==> src/hw/rtl/ins_pkg.sv <==
package ins_pkg;

  // Width of one element of the set.
  localparam int VALUE_W = 64;

  typedef logic signed [VALUE_W-1:0] value_t;

  // What one cell shows its neighbors.
  typedef struct packed {
    logic   valid;
    logic   lt;
    value_t value;
  } ins_link_t;

  // Commands that every cell of the chain sees in the same cycle.
  typedef struct packed {
    logic insert;
    logic shift;
  } ins_ctrl_t;

  // Stands to the left of the first cell: always occupied, never larger.
  localparam ins_link_t HEAD_LINK = '{valid: 1'b1, lt: 1'b0, value: '0};

  // Stands to the right of the last cell: always empty.
  localparam ins_link_t TAIL_LINK = '{valid: 1'b0, lt: 1'b0, value: '0};

endpackage

==> src/hw/rtl/ins_cell.sv <==
module ins_cell
  import ins_pkg::*;
(
  input  logic      clk,
  input  logic      rst_n,
  input  ins_ctrl_t ctrl,
  input  value_t    new_value,
  input  ins_link_t left,
  input  ins_link_t right,
  output ins_link_t link
);

  logic   valid_r;
  logic   valid_nxt;
  value_t value_r;
  value_t value_nxt;
  logic   lt;

  // The new element goes before this one only when strictly less.
  assign lt = valid_r && ($signed(new_value) < $signed(value_r));

  // Drain moves everything one place toward the head. Insert lets the cells
  // holding larger elements take their left neighbor's element, and the first
  // such cell (or the first empty one) take the new element.
  always_comb begin
    valid_nxt = valid_r;
    value_nxt = value_r;
    priority if (ctrl.shift) begin
      valid_nxt = right.valid;
      value_nxt = right.value;
    end else if (ctrl.insert && (lt || (!valid_r && left.valid))) begin
      valid_nxt = 1'b1;
      value_nxt = left.lt ? left.value : new_value;
    end
  end

  always_ff @(posedge clk) begin
    if (!rst_n) begin
      valid_r <= 1'b0;
    end else begin
      valid_r <= valid_nxt;
    end
  end

  always_ff @(posedge clk) begin
    value_r <= value_nxt;
  end

  assign link = '{valid: valid_r, lt: lt, value: value_r};

endmodule

==> config.mk <==
export PLATFORM = sky130hd
export DESIGN_NAME = ins_cell
export DESIGN_NICKNAME = d
export VERILOG_FILES = /design/src/hw/rtl/ins_pkg.sv /design/src/hw/rtl/ins_cell.sv
export SDC_FILE = /design/constraint.sdc
export NUM_CORES = 1
export LEC_CHECK = 0
export BUFFER_PORTS_ARGS = -buffer_cell sky130_fd_sc_hd__buf_2
export CAP_MARGIN = 30
export CORE_ASPECT_RATIO = 0.9
export CORE_MARGIN = 4
export CORE_UTILIZATION = 35
export CTS_BUF_LIST = sky130_fd_sc_hd__clkbuf_16
export DETAILED_ROUTE_END_ITERATION = 16
export GPL_TIMING_DRIVEN = 1
export HOLD_SLACK_MARGIN = 0.1
export PLACE_DENSITY = 0.76
export SLEW_MARGIN = 5
export SYNTH_ARGS = -nofsm -noshare
export SYNTH_HDL_FRONTEND = slang
export SYNTH_SLANG_ARGS = --single-unit
==> constraint.sdc <==
create_clock -name clk -period 5.15 [get_ports clk]
set_input_delay 1.2875 -clock clk [delete_from_list [all_inputs] [get_ports clk]]
set_output_delay 1.2875 -clock clk [all_outputs]
set_load 0.005 [all_outputs]
# Word-level counts from Yosys, hierarchy flattened
# Index checks and enable logic that the tools add are counted.
# totals
output_inout_bits	66
in_bits	200
reg_bits	65
# op_classes
reduce_logical	6
mux	5
n_lt_le_gt_ge	1
# op_table
operator	count
$mux W64	3
$lt A64 B64 Y1	1
$logic_and A1 B1 Y1	3
$mux W1	2
$reduce_bool A2 Y1	1
$logic_not A1 Y1	1
$logic_or A1 B1 Y1	1

# Longest topological paths before layout
# depth
ltp_word	6
depth_mapped	10
mapped_depth_nobuf	9

# Worst setup path before layout
# OpenSTA, ideal clock, no wires.
# synth_path
kind	input port to flip-flop
start	in new_value[17]
end	reg value_r[0] (enable)
arrival_ns	4.426
setup_slack_ns	0.288
stages	8
setup_ns	0.436
n_path_buf	0
required_ns	4.714
cell_sequence	ha_1 -> a21o_1 -> a221o_1 -> a2bb2oi_1 -> a21oi_1 -> nor4bb_1 -> a31o_1 -> a311o_1
# synth_between
elab_chain_len	5
# synth_lines
element	line_no	text
start: declaration	ins_cell.sv:7	input value_t new_value,
$lt A64 B64 Y1	ins_cell.sv:20	assign lt = valid_r && ($signed(new_value) < $signed(value_r));
$logic_and A1 B1 Y1	ins_cell.sv:20	
$logic_or A1 B1 Y1	ins_cell.sv:31	end else if (ctrl.insert && (lt || (!valid_r && left.valid))) begin
$logic_and A1 B1 Y1	ins_cell.sv:31	
$reduce_bool A2 Y1 (no source line)	-	
end signal: assignment	ins_cell.sv:46	value_r <= value_nxt;
end: declaration	ins_cell.sv:15	value_t value_r;
# Every way passes these cells.
# A chain may end at the register's enable or synchronous reset.

==> flow_summary_export.csv <==
group,metric,value,unit
setup_path,crit_path_start,"new_value[46]",
sta,worstMarginPinSlew,0.6199,ns
setup_path,rrSetupSlack,1.73,ns
sta,setup_viol,0,
floorplan,io_pins,266,
route,drt_iter0_drc,135,
synthesis,ys_seq_area_frac,0.3974,
setup_path,crit_chain,"buf_2 -> ha_1 -> nand4_2 -> nor4_1 -> nand4_1 -> a21oi_1 -> nor4bb_1 -> a31o_1 -> and2_2 -> buf_2",
sta,min_period,4.859,ns
setup_path,crit_arrival,3.57,ns
floorplan,die_h,120.1,um
placed_design,port_buffers,264,
sta,relSlewSlack,0.5868,
global_routing,grt.total_usage,0.1701,
setup_path,r2r-end,"value_r[5]$_DFFE_PP_",
synthesis,syn_area,4886,um^2
cells_and_area,finalInstanceArea,6655,um^2
cells_and_area,area_growth,36.21,%
global_routing,grt_pass1_vias,4495,
floorplan,core_area,13510,um^2
route,avgRoutedWirePerCell,14.86,um
route,dr.pass1.iters,6,
pwr,leakagePower,0.003477,uW
clock_tree,postCtsResizedCells,0,
setup_path,cp_top_family,"simple AND/OR/NAND/NOR gates",
placed_design,dpl.hpwl,11360,um
synthesis,ys_warn_count,0,
route,vias,4575,
synthesis,synth-seq-cells,65,
clock_tree,cts_setup_buffers,0,
pwr,total_power,1681,uW
sta,fin_crit_sh,0.9434,
job,drv_cap,0,
placed_design,routabilityCongestion,0.8023,
setup_path,critPathCapture,"link[64]",
route,drc,0,
clock_tree,htree_levels,3,
clock_tree,holdBufCountCts,0,
clock_tree,cts_tree,"done",
floorplan,rows,40,
setup_path,max_stage_delay,0.46,ns
sta,fin_worst_skew,0.008060,ns
pwr,peakVddDrop,0.0001954,V
synthesis,async_reset_ff_frac,0,
global_routing,grt.overflow.total,0,
floorplan,start_util,0.3616,
sta,slew_violations,0,
floorplan,dieArea,15920,um^2
synthesis,syn-num-nets,775,
synthesis,synth_common_cells,"78 x nand2_1, 75 x o21ai_0, 64 x edfxtp_1, 64 x inv_1, 64 x mux2i_1",
route,vias_per_cell,4.867,
cells_and_area,drive_gt1_frac,0.3692,
clock_tree,cts_num_sinks,65,
synthesis,synth_area_leaders,"edfxtp_1 39%, ha_1 16%, mux2i_1 13%",
setup_path,cpMaxStageDelayCell,"nor4_1",
sta,rsz0062_at_grt,"no",
synthesis,synth_edf_count,64,
placed_design,place_area,6379,um^2
floorplan,dieWidth,132.5,um
global_routing,grt_max_degree,74,
clock_tree,cts_buffer_depth,2,
pwr,p_per_area,252.6,nW/um^2
setup_path,worst-path-max-fanout,4,
setup_path,reg2regPathDepth,10,
clock_tree,cts_root_buffer,"clkbuf_16",
setup_path,cp_num_cells,10,
cells_and_area,final_cells,940,
sta,fmax,0.2058,GHz
setup_path,critical_path_buf_inv_count,2,
global_routing,grt_pass1_wl,21800,um
clock_tree,clock_latency,0.33,ns
route,antenna_left,0,
status,status,"completed",
setup_path,start_kind,"input pin",
synthesis,ys_types,40,
clock_tree,path_clk_slew,0.05,ns
sta,holdWs,0.5711,ns
route,wl,13970,um
setup_path,r2r_start,"value_r[46]$_DFFE_PP_",
min_path,hold_path.class,"reg -> reg",
synthesis,ys.flop_type,"edfxtp_1",
clock_tree,cts_buffers,9,
sta,final.setup.tns,0,ns
sta,hold_viol_final,0,
synthesis,yosysMostFrequentCell,"nand2_1",
cells_and_area,finalNetCount,1031,
setup_path,required,3.86,ns
placed_design,placedCellCount,925,
cells_and_area,fillCellCount,1319,
cells_and_area,n_antenna_cell,0,
synthesis,synth_top_cell_area_share,0.3933,
global_routing,antenna_found_initial,0,
synthesis,syn_area_per_cell,9.543,um^2
setup_path,crit_type,"in -> out",
setup_path,cp_common_cell,"buf_2",
synthesis,netlist_instances,512,
setup_path,critPathCaptureType,"primary output",
synthesis,synth_area_leader_cell,"edfxtp_1",
placed cells by master, fill, tap and decap left out, types with 2 or more instances in the layout:
cell / netlist / final
buf_4: 2 / 4
nand3_1: 5 / 5
a21o_1: 3 / 3
edfxtp_1: 64 / 64
buf_2: 5 / 262
o21ai_0: 75 / 75
nand4_2: 2 / 2
nor2b_1: 2 / 2
clkinv_2: 0 / 2
inv_1: 64 / 65
a31oi_1: 2 / 2
clkinv_1: 0 / 2
clkbuf_16: 0 / 9
nand2_1: 78 / 78
a221oi_1: 2 / 2
mux2i_1: 64 / 64
nor2_1: 10 / 10
nand4_1: 9 / 9
a21oi_1: 23 / 23
ha_1: 63 / 63
a211oi_1: 3 / 3
buf_12: 0 / 2
worst reg2reg max path, cell delays in order, from the launching register on:
cell	delay, ns
edfxtp_1	0.34
inv_1	0.04
ha_1	0.32
nand4_2	0.15
nor4_1	0.46
nand4_1	0.27
a21oi_1	0.31
nor4bb_1	0.10
a31o_1	0.25
a311o_2	0.61
buf_12	0.28
worst min-delay path by stage:
| stage | from | endpoint | slack [ns] | depth (start not counted) |
|---|---|---|---|---|
| final | valid_r$_SDFFE_PN0P_ | valid_r$_SDFFE_PN0P_ | 0.57 | 2 |
| after global placement | valid_r$_SDFFE_PN0P_ | valid_r$_SDFFE_PN0P_ | 0.55 | 2 |
| after global routing | valid_r$_SDFFE_PN0P_ | valid_r$_SDFFE_PN0P_ | 0.65 | 2 |
| after CTS | valid_r$_SDFFE_PN0P_ | valid_r$_SDFFE_PN0P_ | 0.57 | 2 |
| after detailed placement | valid_r$_SDFFE_PN0P_ | valid_r$_SDFFE_PN0P_ | 0.57 | 2 |
| after floorplan | valid_r$_SDFFE_PN0P_ | valid_r$_SDFFE_PN0P_ | 0.53 | 2 |
cell type report:
| type | count | area (um^2) | area share |
|---|---|---|---|
| Sequential cell | 65 | 1942 | 0.2918 |
| Multi-Input combinational cell | 360 | 2605 | 0.3914 |
| Inverter | 64 | 240.2 | 0.03610 |
| Clock buffer | 9 | 225.2 | 0.03384 |
| Clock inverter | 6 | 51.30 | 0.007708 |
| Timing Repair Buffer | 268 | 1381 | 0.2076 |
| Tap cell | 168 | 210.2 | 0.03158 |
power by group:
| group | total [uW] | leakage [uW] | internal (uW) | switching, uW |
|---|---|---|---|---|
| sequential | 675 | 0.000656 | 651 | 24.7 |
| clock | 582 | 0.000141 | 365 | 217 |
| combinational | 424 | 0.00268 | 204 | 221 |
| total | 1680 | 0.00348 | 1220 | 463 |
cell families (layout without fill, tap and decap cells):
group / Yosys count / after routing / synth area share
buffers and inverters: 87 / 347 / 0.06965
muxes: 64 / 64 / 0.1311
and+or+nand+nor: 115 / 115 / 0.1068
DFF: 65 / 65 / 0.3974
adders and majority gates: 63 / 63 / 0.1613
AOI/OAI and AO/OA: 118 / 118 / 0.1337
stage by stage:
stage	worst slack (ns)	utilization
after floorplan	0.2880	-
after global placement	0.2073	0.4706
after detailed placement	0.2066	0.4720
after CTS	0.1985	0.4925
after global routing	0.1123	0.4925
final	0.2914	0.4925
registers in the layout, indices dropped and copies added (netlist names):
| register | count |
|---|---|
| value_r | 64 |
| valid_r | 1 |
per-layer routing:
| metal | global-route usage | vias up | part of all wire |
|---|---|---|---|
| met3 | 0.05407 | 12 | 0.076 |
| met2 | 0.3026 | 156 | 0.50 |
| li1 | - | 2343 | - |
| met5 | 0 | - | 0 |
| met4 | 0.05000 | 0 | 0.012 |
| met1 | 0.1957 | 2064 | 0.42 |
(Power assumes the default switching activity.)
